==> config.mk <==
export PLATFORM = sky130hd
export DESIGN_NAME = interval_histogram
export DESIGN_NICKNAME = d
export VERILOG_FILES = /design/src/rtl/ih_pkg.sv /design/src/rtl/ih_front.sv /design/src/rtl/ih_queue.sv /design/src/rtl/ih_back.sv /design/src/rtl/interval_histogram.sv
export SDC_FILE = /design/constraint.sdc
export NUM_CORES = 1
export LEC_CHECK = 0
export ABC_AREA = 1
export CORE_ASPECT_RATIO = 1.1
export CORE_MARGIN = 1
export CORE_UTILIZATION = 34
export DETAILED_ROUTE_END_ITERATION = 10
export DONT_BUFFER_PORTS = 1
export PLACE_DENSITY_LB_ADDON = 0.08
export RECOVER_POWER = 50
export SYNTH_ARGS = -nofsm -noshare
export SYNTH_HDL_FRONTEND = slang
export SYNTH_SLANG_ARGS = --single-unit
==> constraint.sdc <==
create_clock -name clk_i -period 8.4 [get_ports clk_i]
set_clock_uncertainty 0.05 [all_clocks]
set_input_delay 0.84 -clock clk_i [delete_from_list [all_inputs] [get_ports clk_i]]
set_output_delay 0.84 -clock clk_i [all_outputs]
set_load 0.005 [all_outputs]
==> src/rtl/ih_pkg.sv <==
// ----------------------------------------------------------------------------
// ih_pkg
// shared types and constants of the interval histogram
// ----------------------------------------------------------------------------
package ih_pkg;

  localparam int BOUND_REGS     = 7;
  localparam int BOUND_WIDTH    = 16;
  localparam int BIN_WIDTH      = 3;
  localparam int CNT_REG_WIDTH  = 3;
  localparam int CFG_ADDR_WIDTH = 5;
  localparam int APB_DATA_WIDTH = 32;
  localparam int QUEUE_DEPTH    = 2;

  localparam int NUM_BOUNDS_DEF   = 7;
  localparam int SAMPLE_WIDTH_DEF = 16;
  localparam int COUNT_WIDTH_DEF  = 16;

  // register indices (byte address / 4)
  localparam logic [2:0] REG_BOUND_COUNT = 3'd0;
  localparam logic [2:0] REG_BOUND_0     = 3'd1;

  typedef enum logic {
    OP_ADD  = 1'b0,
    OP_READ = 1'b1
  } opcode_e;

  typedef enum logic {
    ST_OK         = 1'b0,
    ST_BAD_BOUNDS = 1'b1
  } status_e;

  typedef logic signed [BOUND_WIDTH-1:0] bound_t;

  // classified item handed from front to back end
  typedef struct packed {
    opcode_e              op;
    logic [BIN_WIDTH-1:0] bin;
    status_e              status;
  } cls_t;

endpackage

==> src/rtl/ih_front.sv <==
// ----------------------------------------------------------------------------
// ih_front
// classifies a transaction: boundary check and interval search for an add,
// bin clamp for a read
// ----------------------------------------------------------------------------
module ih_front #(
  parameter int NUM_BOUNDS   = ih_pkg::NUM_BOUNDS_DEF,
  parameter int SAMPLE_WIDTH = ih_pkg::SAMPLE_WIDTH_DEF
) (
  input  ih_pkg::opcode_e                     opcode_i,
  input  logic signed [SAMPLE_WIDTH-1:0]      sample_i,
  input  logic [ih_pkg::BIN_WIDTH-1:0]        bin_select_i,
  input  logic [ih_pkg::CNT_REG_WIDTH-1:0]    bound_count_i,
  input  ih_pkg::bound_t                      bounds_i [ih_pkg::BOUND_REGS],
  output ih_pkg::cls_t                        cls_o
);

  localparam int CMP_W = (SAMPLE_WIDTH > ih_pkg::BOUND_WIDTH) ? SAMPLE_WIDTH
                                                              : ih_pkg::BOUND_WIDTH;
  localparam logic [ih_pkg::BIN_WIDTH-1:0] OUTSIDE = ih_pkg::BIN_WIDTH'(NUM_BOUNDS - 1);
  localparam logic [ih_pkg::CNT_REG_WIDTH-1:0] N_MAX = ih_pkg::CNT_REG_WIDTH'(NUM_BOUNDS);
  localparam logic [ih_pkg::CNT_REG_WIDTH-1:0] N_MIN = ih_pkg::CNT_REG_WIDTH'(2);

  logic signed [CMP_W-1:0]             s_ext;
  logic signed [CMP_W-1:0]             b_ext [NUM_BOUNDS];
  logic [ih_pkg::CNT_REG_WIDTH-1:0]    n_use;
  logic                                bad;
  logic                                found;
  logic [ih_pkg::BIN_WIDTH-1:0]        hit;

  assign s_ext = CMP_W'(sample_i);

  for (genvar g = 0; g < NUM_BOUNDS; g++) begin : g_bext
    assign b_ext[g] = CMP_W'(bounds_i[g]);
  end

  always_comb begin
    if (bound_count_i < N_MIN) begin
      n_use = N_MIN;
    end else if (bound_count_i > N_MAX) begin
      n_use = N_MAX;
    end else begin
      n_use = bound_count_i;
    end
  end

  // parallel compares, first matching interval wins
  always_comb begin
    bad   = 1'b0;
    found = 1'b0;
    hit   = OUTSIDE;
    for (int j = 0; j < NUM_BOUNDS - 1; j++) begin
      if (ih_pkg::CNT_REG_WIDTH'(j + 1) < n_use) begin
        if (b_ext[j+1] <= b_ext[j]) begin
          bad = 1'b1;
        end
        if (!found && (s_ext >= b_ext[j]) && (s_ext < b_ext[j+1])) begin
          found = 1'b1;
          hit   = ih_pkg::BIN_WIDTH'(j);
        end
      end
    end
  end

  always_comb begin
    cls_o.op     = opcode_i;
    cls_o.status = ih_pkg::ST_OK;
    if (opcode_i == ih_pkg::OP_READ) begin
      cls_o.bin = (bin_select_i > OUTSIDE) ? OUTSIDE : bin_select_i;
    end else if (bad) begin
      cls_o.bin    = '0;
      cls_o.status = ih_pkg::ST_BAD_BOUNDS;
    end else begin
      cls_o.bin = hit;
    end
  end

endmodule

==> src/rtl/ih_queue.sv <==
// ----------------------------------------------------------------------------
// ih_queue
// short fifo of classified transactions between front and back end
// ----------------------------------------------------------------------------
module ih_queue (
  input  logic          clk_i,
  input  logic          rst_ni,
  input  logic          push_i,
  input  ih_pkg::cls_t  push_data_i,
  output logic          full_o,
  input  logic          pop_i,
  output logic          valid_o,
  output ih_pkg::cls_t  pop_data_o
);

  localparam int PTR_W = (ih_pkg::QUEUE_DEPTH > 1) ? $clog2(ih_pkg::QUEUE_DEPTH) : 1;
  localparam int CNT_W = $clog2(ih_pkg::QUEUE_DEPTH + 1);
  localparam logic [PTR_W-1:0] LAST = PTR_W'(ih_pkg::QUEUE_DEPTH - 1);
  localparam logic [CNT_W-1:0] FULL = CNT_W'(ih_pkg::QUEUE_DEPTH);

  ih_pkg::cls_t      mem_q [ih_pkg::QUEUE_DEPTH];
  logic [PTR_W-1:0]  wr_ptr_q, wr_ptr_d;
  logic [PTR_W-1:0]  rd_ptr_q, rd_ptr_d;
  logic [CNT_W-1:0]  cnt_q, cnt_d;
  logic              do_push;
  logic              do_pop;

  assign full_o     = (cnt_q == FULL);
  assign valid_o    = (cnt_q != '0);
  assign pop_data_o = mem_q[rd_ptr_q];
  assign do_push    = push_i && !full_o;
  assign do_pop     = pop_i && valid_o;

  always_comb begin
    wr_ptr_d = wr_ptr_q;
    rd_ptr_d = rd_ptr_q;
    cnt_d    = cnt_q;
    if (do_push) begin
      wr_ptr_d = (wr_ptr_q == LAST) ? '0 : wr_ptr_q + PTR_W'(1);
    end
    if (do_pop) begin
      rd_ptr_d = (rd_ptr_q == LAST) ? '0 : rd_ptr_q + PTR_W'(1);
    end
    if (do_push && !do_pop) begin
      cnt_d = cnt_q + CNT_W'(1);
    end else if (do_pop && !do_push) begin
      cnt_d = cnt_q - CNT_W'(1);
    end
  end

  always_ff @(posedge clk_i or negedge rst_ni) begin
    if (!rst_ni) begin
      wr_ptr_q <= '0;
      rd_ptr_q <= '0;
      cnt_q    <= '0;
    end else begin
      wr_ptr_q <= wr_ptr_d;
      rd_ptr_q <= rd_ptr_d;
      cnt_q    <= cnt_d;
    end
  end

  always_ff @(posedge clk_i) begin
    if (do_push) begin
      mem_q[wr_ptr_q] <= push_data_i;
    end
  end

endmodule

==> src/rtl/ih_back.sv <==
// ----------------------------------------------------------------------------
// ih_back
// bin count registers, saturating update and result register
// ----------------------------------------------------------------------------
module ih_back #(
  parameter int NUM_BOUNDS  = ih_pkg::NUM_BOUNDS_DEF,
  parameter int COUNT_WIDTH = ih_pkg::COUNT_WIDTH_DEF
) (
  input  logic                          clk_i,
  input  logic                          rst_ni,
  input  logic                          cls_valid_i,
  input  ih_pkg::cls_t                  cls_i,
  output logic                          cls_pop_o,
  output logic                          res_valid_o,
  input  logic                          res_ready_i,
  output logic [ih_pkg::BIN_WIDTH-1:0]  res_bin_o,
  output logic [COUNT_WIDTH-1:0]        res_count_o,
  output ih_pkg::status_e               res_status_o
);

  localparam int IDX_W = $clog2(NUM_BOUNDS);
  localparam logic [COUNT_WIDTH-1:0] CMAX = '1;

  logic [COUNT_WIDTH-1:0]        counts_q [NUM_BOUNDS];
  logic [IDX_W-1:0]              idx;
  logic [COUNT_WIDTH-1:0]        cur;
  logic [COUNT_WIDTH-1:0]        inc;
  logic                          valid_q;
  logic [ih_pkg::BIN_WIDTH-1:0]  bin_q;
  logic [COUNT_WIDTH-1:0]        count_q;
  ih_pkg::status_e               status_q;
  logic                          do_add;

  assign cls_pop_o = cls_valid_i && (!valid_q || res_ready_i);
  assign idx       = cls_i.bin[IDX_W-1:0];
  assign cur       = counts_q[idx];
  assign inc       = (cur == CMAX) ? cur : cur + COUNT_WIDTH'(1);
  assign do_add    = cls_pop_o && (cls_i.op == ih_pkg::OP_ADD)
                     && (cls_i.status == ih_pkg::ST_OK);

  always_ff @(posedge clk_i or negedge rst_ni) begin
    if (!rst_ni) begin
      for (int i = 0; i < NUM_BOUNDS; i++) begin
        counts_q[i] <= '0;
      end
    end else if (do_add) begin
      counts_q[idx] <= inc;
    end
  end

  always_ff @(posedge clk_i or negedge rst_ni) begin
    if (!rst_ni) begin
      valid_q <= 1'b0;
    end else if (cls_pop_o) begin
      valid_q <= 1'b1;
    end else if (res_ready_i) begin
      valid_q <= 1'b0;
    end
  end

  always_ff @(posedge clk_i) begin
    if (cls_pop_o) begin
      bin_q    <= cls_i.bin;
      status_q <= cls_i.status;
      if (cls_i.status == ih_pkg::ST_BAD_BOUNDS) begin
        count_q <= '0;
      end else if (cls_i.op == ih_pkg::OP_READ) begin
        count_q <= cur;
      end else begin
        count_q <= inc;
      end
    end
  end

  assign res_valid_o  = valid_q;
  assign res_bin_o    = bin_q;
  assign res_count_o  = count_q;
  assign res_status_o = status_q;

endmodule

==> src/rtl/interval_histogram.sv <==
// ----------------------------------------------------------------------------
// interval_histogram
// signed sample histogram over configurable boundary intervals
// ----------------------------------------------------------------------------
// Sustains one transaction per clock in both directions while the output is
// not back-pressured. A transaction is classified in the cycle it is accepted
// (all boundary compares in parallel) and written into a two-entry queue; the
// bin count register update and the result register follow when it is popped.
// The single read-modify-write of the count registers sets the rate. Input
// tready drops only when the queue is full under output back-pressure. Counts
// clear at reset, with no clearing pass. Boundary and bound count registers are
// written over the APB port; the user must do so only while no transaction is
// in flight, as the block itself does not enforce this.
// ----------------------------------------------------------------------------
module interval_histogram #(
  parameter int NUM_BOUNDS   = ih_pkg::NUM_BOUNDS_DEF,
  parameter int SAMPLE_WIDTH = ih_pkg::SAMPLE_WIDTH_DEF,
  parameter int COUNT_WIDTH  = ih_pkg::COUNT_WIDTH_DEF,
  localparam int IN_TDATA_W  = ((SAMPLE_WIDTH + ih_pkg::BIN_WIDTH + 7) / 8) * 8,
  localparam int OUT_TDATA_W = ((COUNT_WIDTH + ih_pkg::BIN_WIDTH + 7) / 8) * 8
) (
  input  logic                                 clk_i,
  input  logic                                 rst_ni,
  // apb configuration
  input  logic                                 psel,
  input  logic                                 penable,
  input  logic                                 pwrite,
  input  logic [ih_pkg::CFG_ADDR_WIDTH-1:0]    paddr,
  input  logic [ih_pkg::APB_DATA_WIDTH-1:0]    pwdata,
  output logic [ih_pkg::APB_DATA_WIDTH-1:0]    prdata,
  output logic                                 pready,
  // input stream
  input  logic                                 s_axis_tvalid,
  output logic                                 s_axis_tready,
  input  logic [IN_TDATA_W-1:0]                s_axis_tdata,  // sample, bin_select
  input  logic [0:0]                           s_axis_tuser,  // opcode
  // output stream
  output logic                                 m_axis_tvalid,
  input  logic                                 m_axis_tready,
  output logic [OUT_TDATA_W-1:0]               m_axis_tdata,  // bin, count
  output logic [0:0]                           m_axis_tuser   // status
);

  localparam int BW = ih_pkg::BIN_WIDTH;

  logic [ih_pkg::CNT_REG_WIDTH-1:0]  bound_count_q;
  ih_pkg::bound_t                    bounds_q [ih_pkg::BOUND_REGS];
  logic [2:0]                        reg_idx;
  logic [2:0]                        bnd_idx;
  logic                              cfg_wr;

  ih_pkg::cls_t                      cls_front;
  ih_pkg::cls_t                      cls_queue;
  logic                              q_full;
  logic                              q_valid;
  logic                              q_pop;
  logic                              in_acc;
  logic [BW-1:0]                     res_bin;
  logic [COUNT_WIDTH-1:0]            res_count;
  ih_pkg::status_e                   res_status;

  // configuration registers
  assign pready  = 1'b1;
  assign reg_idx = paddr[ih_pkg::CFG_ADDR_WIDTH-1:2];
  assign bnd_idx = reg_idx - ih_pkg::REG_BOUND_0;
  assign cfg_wr  = psel && penable && pwrite && pready;

  always_ff @(posedge clk_i or negedge rst_ni) begin
    if (!rst_ni) begin
      bound_count_q <= ih_pkg::CNT_REG_WIDTH'(2);
      for (int i = 0; i < ih_pkg::BOUND_REGS; i++) begin
        bounds_q[i] <= ih_pkg::BOUND_WIDTH'(i);
      end
    end else if (cfg_wr) begin
      case (reg_idx)
        ih_pkg::REG_BOUND_COUNT: begin
          bound_count_q <= pwdata[ih_pkg::CNT_REG_WIDTH-1:0];
        end
        default: begin
          bounds_q[bnd_idx] <= pwdata[ih_pkg::BOUND_WIDTH-1:0];
        end
      endcase
    end
  end

  always_comb begin
    case (reg_idx)
      ih_pkg::REG_BOUND_COUNT: begin
        prdata = ih_pkg::APB_DATA_WIDTH'(bound_count_q);
      end
      default: begin
        prdata = ih_pkg::APB_DATA_WIDTH'(unsigned'(bounds_q[bnd_idx]));
      end
    endcase
  end

  // front end
  assign s_axis_tready = !q_full;
  assign in_acc        = s_axis_tvalid && s_axis_tready;

  ih_front #(
    .NUM_BOUNDS   (NUM_BOUNDS),
    .SAMPLE_WIDTH (SAMPLE_WIDTH)
  ) u_front (
    .opcode_i      (ih_pkg::opcode_e'(s_axis_tuser[0])),
    .sample_i      (signed'(s_axis_tdata[SAMPLE_WIDTH-1:0])),
    .bin_select_i  (s_axis_tdata[SAMPLE_WIDTH +: BW]),
    .bound_count_i (bound_count_q),
    .bounds_i      (bounds_q),
    .cls_o         (cls_front)
  );

  ih_queue u_queue (
    .clk_i       (clk_i),
    .rst_ni      (rst_ni),
    .push_i      (in_acc),
    .push_data_i (cls_front),
    .full_o      (q_full),
    .pop_i       (q_pop),
    .valid_o     (q_valid),
    .pop_data_o  (cls_queue)
  );

  // back end
  ih_back #(
    .NUM_BOUNDS  (NUM_BOUNDS),
    .COUNT_WIDTH (COUNT_WIDTH)
  ) u_back (
    .clk_i        (clk_i),
    .rst_ni       (rst_ni),
    .cls_valid_i  (q_valid),
    .cls_i        (cls_queue),
    .cls_pop_o    (q_pop),
    .res_valid_o  (m_axis_tvalid),
    .res_ready_i  (m_axis_tready),
    .res_bin_o    (res_bin),
    .res_count_o  (res_count),
    .res_status_o (res_status)
  );

  assign m_axis_tdata = OUT_TDATA_W'({res_count, res_bin});
  assign m_axis_tuser = res_status;

endmodule

# After elaboration in Yosys (flattened, before gate mapping)
# Memory sizes are Yosys's and may differ from the RTL's.
# Cells that the tools add are included.
# classes
addsub	6
n_lt_le_gt_ge	31
n_eq_ne	2
mux	64
bitwise	5
n_reduce_logical	39
# ops
cell	count
$bwmux 112	2
$mux 16	9
$bmux 16 s3	2
$demux 16 s3	2
$ge 16x16->1	6
$le 16x16->1	6
$lt 16x16->1	6
$mux 3	17
$mux 1	30
$logic_and 1x1->1	23
$add 16x1->16 const B	1
$eq 16x16->1 const B	1
$logic_not 1->1	9
$lt 3x3->1 const A	3
$ge 4x4->1 const B	2
$lt 4x1->1 const B	2
$not 3->4	2
$gt 3x3->1 const B	2
$lt 2x3->1 const A	2
$reduce_bool 2->1	3
$mux 2	2
$reduce_and 2->1	2
$logic_not 3->1	1
$lt 1x3->1 const A	1
other kinds (8)	11
# totals
reg_bits	252
ram_bits	10
output_inout_bits	60
wordCells	170
mem_count	1
# memory_table
memory	words	width	rd	rd_clocked_by_memory_dff	write_ports	line_no	text
u_queue.mem_q	2	5	1	0	1	ih_queue.sv:21	ih_pkg::cls_t mem_q [ih_pkg::QUEUE_DEPTH];

# Logic depth before layout (Yosys ltp)
# depth
word_depth	32
depth_mapped	23

# Modules after synthesis
# Synthesis repeated with hierarchy kept, for this count alone.
# unflattened
cells_unflattened	2705
hier_area_um2	19403.6
# modules_own_cells
mod	n_inst	cells_each	area_each_um2
ih_back	1	955	7161.9
interval_histogram	1	830	6127.1
ih_front	1	863	5512.8
ih_queue	1	57	601.8

# Least setup slack after synthesis
# OpenSTA, ideal clock, no wires.
# synth_path
path_type	in2reg
startpoint	input port m_axis_tready
endpoint	register u_back.counts_q[31] in the netlist's numbering
setup_time_ns	0.134
arrival_ns	3.325
required_ns	8.216
path_slack_ns	4.891
path_stages	8
cell_sequence	nor2_1 > a21oi_1 > inv_1 > nor3_4 > nand2_1 > inv_1 > clkbuf_1 > o21ai_0
# synth_via
elab_chain_len	4
# synth_lines
element	line_no	text
from (decl)	interval_histogram.sv:39	input logic m_axis_tready,
$logic_or 1x1->1	ih_back.sv:34	assign cls_pop_o = cls_valid_i && (!valid_q || res_ready_i);
$logic_and 1x1->1	ih_back.sv:34	
named net q_pop	interval_histogram.sv:56	logic q_pop;
$logic_and 1x1->1	ih_back.sv:38	assign do_add = cls_pop_o && (cls_i.op == ih_pkg::OP_ADD)
$logic_and 1x1->1	ih_back.sv:39	&& (cls_i.status == ih_pkg::ST_OK);
to (signal, indexed assignment)	ih_back.sv:47	counts_q[idx] <= inc;
to (decl)	ih_back.sv:24	logic [COUNT_WIDTH-1:0] counts_q [NUM_BOUNDS];
# The timed path passes the listed nets, and every way through them passes these cells.
# A chain may end at the register's enable or synchronous reset.

# Worst setup path after layout
# layout_path
startpoint	register u_queue.rd_ptr_q
endpoint	register u_back.count_q[9], in the netlist u_back.res_count_o[9] (data pin)
# layout_via
elab_chain_len	8
elab_cells_between_ends	9
classes_between	add/sub (1); eq/ne (1); mux (5); bitwise (1); memory (1)
# layout_lines
element	line_no	text
from (decl)	ih_queue.sv:23	logic [PTR_W-1:0] rd_ptr_q, rd_ptr_d;
from (signal assigned)	ih_queue.sv:58	rd_ptr_q <= rd_ptr_d;
$mem_v2 2x5 *	n/a	
$not 3->4 (not written as such)	ih_back.sv:36	assign cur = counts_q[idx];
$bmux 16 s3	ih_back.sv:36	
$mux 16 (not written as such) (2 in a row)	ih_back.sv:36	
$add 16x1->16 or $eq 16x16->1 (tied branches)	ih_back.sv:37	assign inc = (cur == CMAX) ? cur : cur + COUNT_WIDTH'(1);
$mux 16	ih_back.sv:37	
$mux 16	ih_back.sv:67	end else if (cls_i.op == ih_pkg::OP_READ) begin
to (signal assigned)	ih_back.sv:68	count_q <= cur;
to (signal assigned)	ih_back.sv:70	count_q <= inc;
to (decl)	ih_back.sv:30	logic [COUNT_WIDTH-1:0] count_q;
# Every way passes the cells marked *; elsewhere a longest branch is shown, timed or not. The select of a mux whose other input is x is not followed.

==> Flow_metrics.wiki <==
{| class="wikitable"
! Metric !! Value
|-
| DR pass1 iterations || 5
|-
| Part of the Yosys area used for sequential elements || 37.39%
|-
| Transition time at the pin with the least slew margin || 1.550 ns
|-
| Max transition margin || -3.551%
|-
| Final-report hold violation count || 0
|-
| Worst Path Required || 8.76 ns
|-
| Violated checks || capacitance limit, slew limit
|-
| Worst min-delay path category || input pin to async pin
|-
| Half-perimeter wire length after detailed placement || 41910 µm
|-
| Overall overflow remaining after global route || 0
|-
| Number of flip-flops and latches in the synthesized netlist || 262
|-
| Routed via count divided by cell count || 4.974
|-
| TritonCTS Buffers || 36
|-
| Setup TNS || 0 ns
|-
| Placed Cells || 3019
|-
| Library cell used as clock root buffer || sky130_fd_sc_hd__clkbuf_16
|-
| Boundary Pins || 129
|-
| PD cells || 305.1 nW/µm²
|-
| Top achievable clock speed || 0.1899 GHz
|-
| Port Buffers || 0
|-
| VDD IR max || 0.1256 mV
|-
| Final core utilization || 37.73%
|-
| Initial Utilization || 34.36%
|-
| Buffer and inverter count on the worst path || 4
|-
| PnR Total Power || 0.006021 W
|-
| Count of final max-slew check failures || 36
|-
| Critical path startpoint category || flop
|-
| Number of vias in the routed layout || 15.35k
|-
| Chip Height || 243.1 µm
|-
| Number of setup buffers added after CTS || 0
|-
| Number of antenna repair diodes || 0
|-
| Syn avg cell area || 7.479 µm²
|-
| Crit. End Element || flop
|-
| Horiz. Die Dim || 221.2 µm
|-
| TritonCTS clock tree || yes
|-
| Post-Syn Area || 17970 µm²
|-
| Worst-path cell chain || inv_4 -> nand2_2 -> nand2_1 -> inv_2 -> nand2_1 -> nand2_1 -> nand2_1 -> nand2_2 -> ha_1 -> inv_1 -> nor2_2 -> nand2_4 -> inv_2 -> nand3_2 -> nand3_1 -> nor2_1 -> nor2_1
|-
| Combined flip-flop and latch cell area || 6719 µm²
|-
| Register-to-register setup slack || 3.13 ns
|-
| Maximum Capacitance Violations || 1
|-
| Area leader, netlist || sky130_fd_sc_hd__dfrtp_1
|-
| Time the final worst path needs with I/O delays and setup || 5.265 ns
|-
| Number of antenna violations at the first check in global routing || 1
|-
| Post-synthesis cell type count || 49
|-
| Number of nets at the end of the flow || 2663
|-
| Worst Path Class, Setup || flop to flop
|-
| Top fanout value on the critical path || 36
|-
| Average wire per standard cell || 18.42 µm
|-
| Startpoint of the worst-slack reg-to-reg timing path || u_queue.rd_ptr_q
|-
| Total GRT Usage || 21.44%
|-
| Source-to-sink clock delay at the later pin of the worst-skew pair || 0.55 ns
|-
| Critical path launch point || u_queue.rd_ptr_q
|-
| Number of cell rows || 88
|-
| Weighted congestion reported at the end of routability-driven placement || 0.8722
|-
| Critical path's largest stage delay || 1.07 ns
|-
| Maximum buffer depth of the clock tree || 3
|-
| Top library cells by usage in the layout, fill and taps aside || sky130_fd_sc_hd__nand2_1 (844), sky130_fd_sc_hd__inv_1 (269), sky130_fd_sc_hd__dfrtp_1 (222), sky130_fd_sc_hd__ha_1 (211), sky130_fd_sc_hd__o21ai_0 (195)
|-
| Post-Layout Cell Count || 3086
|-
| Number of H-tree branching levels || 2
|-
| Number of global-route vias before repair || 15.19k
|-
| Fraction of layout instances using a drive strength above 1 || 5.475%
|-
| Share of the synthesized area in the top cell type || 30.91%
|-
| Number of remaining DRC errors || 0
|-
| Leak || 9.985 nW
|-
| Cells taking the most area after synthesis || sky130_fd_sc_hd__dfrtp_1 (31%), sky130_fd_sc_hd__nand2_1 (18%), sky130_fd_sc_hd__ha_1 (15%)
|-
| Clk slew on worst S/H paths || 0.06 ns
|-
| Setup-failing EPs final || 0
|-
| Global-route wire length before repair || 88960 µm
|-
| Die Outline Area || 53780 µm²
|-
| Area inside the core boundary || 52300 µm²
|-
| Worst r2r dst || u_back.res_count_o[9]
|-
| Arrival time worst endpoint || 5.63 ns
|-
| Growth of design area from synthesis to finish || 9.810%
|-
| Leading cell type in the layout, fill and taps excluded || sky130_fd_sc_hd__nand2_1
|-
| R2R cell count || 17
|-
| Family of cells with the greatest summed delay on the critical path || simple AND/OR/NAND/NOR gates
|-
| Number of warnings reported in the yosys synthesis log || 0
|-
| Wire length after detailed routing || 56840 µm
|-
| Multi-input gate area in the final layout || 9761 µm²
|-
| Cell seen most often among critical-path stages || sky130_fd_sc_hd__nand2_1
|-
| Gate count of the mapped netlist || 2403
|-
| Period Utilization, post-route || 62.68%
|-
| Cell with the largest stage delay on the worst path || sky130_fd_sc_hd__inv_2
|-
| Instance count on the critical path || 17
|-
| Unrepaired setup endpoints after global routing || false
|-
| Fill cells || 5507
|-
| Drt first-iter violations || 872
|-
| Antenna-violating nets left || 0
|-
| Status || complete, but fails checks
|-
| Largest net degree at the start of global routing || 223
|-
| Clock sinks || 262
|-
| Worst setup path endpoint || u_back.res_count_o[9]
|}
-- stage by stage --
stage / setup slack [ns] / instance area (µm²) / hold slack, ns
6_report: 3.135 / 19730 / 0.08344
5_1_grt: 2.653 / 19730 / 0.05130
4_1_cts: 3.697 / 19750 / 0.03948
3_5_place_dp: 3.710 / 18490 / 0.4150
3_3_place_gp: 3.764 / 18490 / 0.4119
2_1_floorplan: 4.891 / 18050 / 0.3958
-- power breakdown --
group / leakage, nW / switching (W) / internal (W)
sequential: 3.31 / 0.000249 / 0.00167
combinational: 6.07 / 0.00169 / 0.000802
clock: 0.607 / 0.000614 / 0.000995
-- how the worst min path moves through the flow --
stage / depth (start not counted) / start / endpoint
global route: 0 / rst_ni / bounds_q[1]
CTS: 0 / rst_ni / bounds_q[80]
detailed placement: 2 / u_back.counts_q[45] / u_back.counts_q[45]
finish: 0 / rst_ni / bounds_q[1]
global placement: 1 / u_queue.cnt_q[0] / u_queue.cnt_q[0]
floorplan: 1 / u_queue.cnt_q[0] / u_queue.cnt_q[0]
-- synth_stat cells (all sizes together) --
master,instances
a41oi,1
o21a,8
edfxtp,30
nor4,5
a21o,5
nand2,863
a211oi,1
a31oi,1
a221oi,16
clkbuf,46
o21bai,12
xor2,3
and2,1
ha,211
buf,45
or2,4
nand3b,6
dfrtp,222
conb,2
a21oi,123
nor2,116
nor3,17
o21ai,244
nor3b,1
o22ai,30
nand3,77
xnor2,6
o31ai,1
dfstp,10
nand4,11
a22oi,1
clkinv,4
inv,280
-- sequential cells by signal, summed over array words and instances, names as in the netlist --
signal	cells
u_back.res_count_o	16
u_queue.cnt_q	2
bound_count_q	3
u_back.counts_q	112
u_queue.rd_ptr_q	1
u_back.res_valid_o	1
u_queue.wr_ptr_q	1
u_back.res_bin_o	3
bounds_q	112
u_queue.mem_q	10
u_back.res_status_o	1
-- repair_timing --
action / in CTS / in global routing
endpoints found under the hold margin: 222 / 0
hold buffers: 1 / 0
gates resized for setup: 0 / 0
-- final cells by class --
cell class	instances	area share, %
Clock buffer	52	5.332
Clock inverter	14	0.9067
Inverter	284	5.415
Multi-Input combinational cell	1786	49.46
Sequential cell	262	34.05
Tap cell	675	4.280
Timing Repair Buffer	13	0.5580
-- worst register-to-register path, delay by kind of cell, from the launching register on --
kind / cells / cell delay (ns)
DFF: 1 / 0.57
and+or+nand+nor: 12 / 2.88
buffers and inverters: 4 / 1.35
adders and majority gates: 1 / 0.28
-- cells by family after synthesis --
family	count (synthesis)	share of synthesized area [%]
buffers and inverters	375	8.745
other	2	0.04179
and+or+nand+nor	1101	25.34
adders and majority gates	211	14.69
DFF	262	37.39
xor gates and xnor gates	9	0.4387
AOI/OAI and AO/OA	443	13.36
-- layer usage --
metal / vias up / wire length (µm) / global-route usage (%) / part of all wire, %
met2: 269 / 28490 / 38.41 / 50
met5: - / 0 / 0 / 0
met4: 0 / 1691 / 6.952 / 3.0
li1: 7739 / - / - / -
met3: 90 / 1997 / 3.038 / 3.5
met1: 7252 / 24660 / 26.27 / 43
No activity file was read; power rests on OpenSTA's default activity.
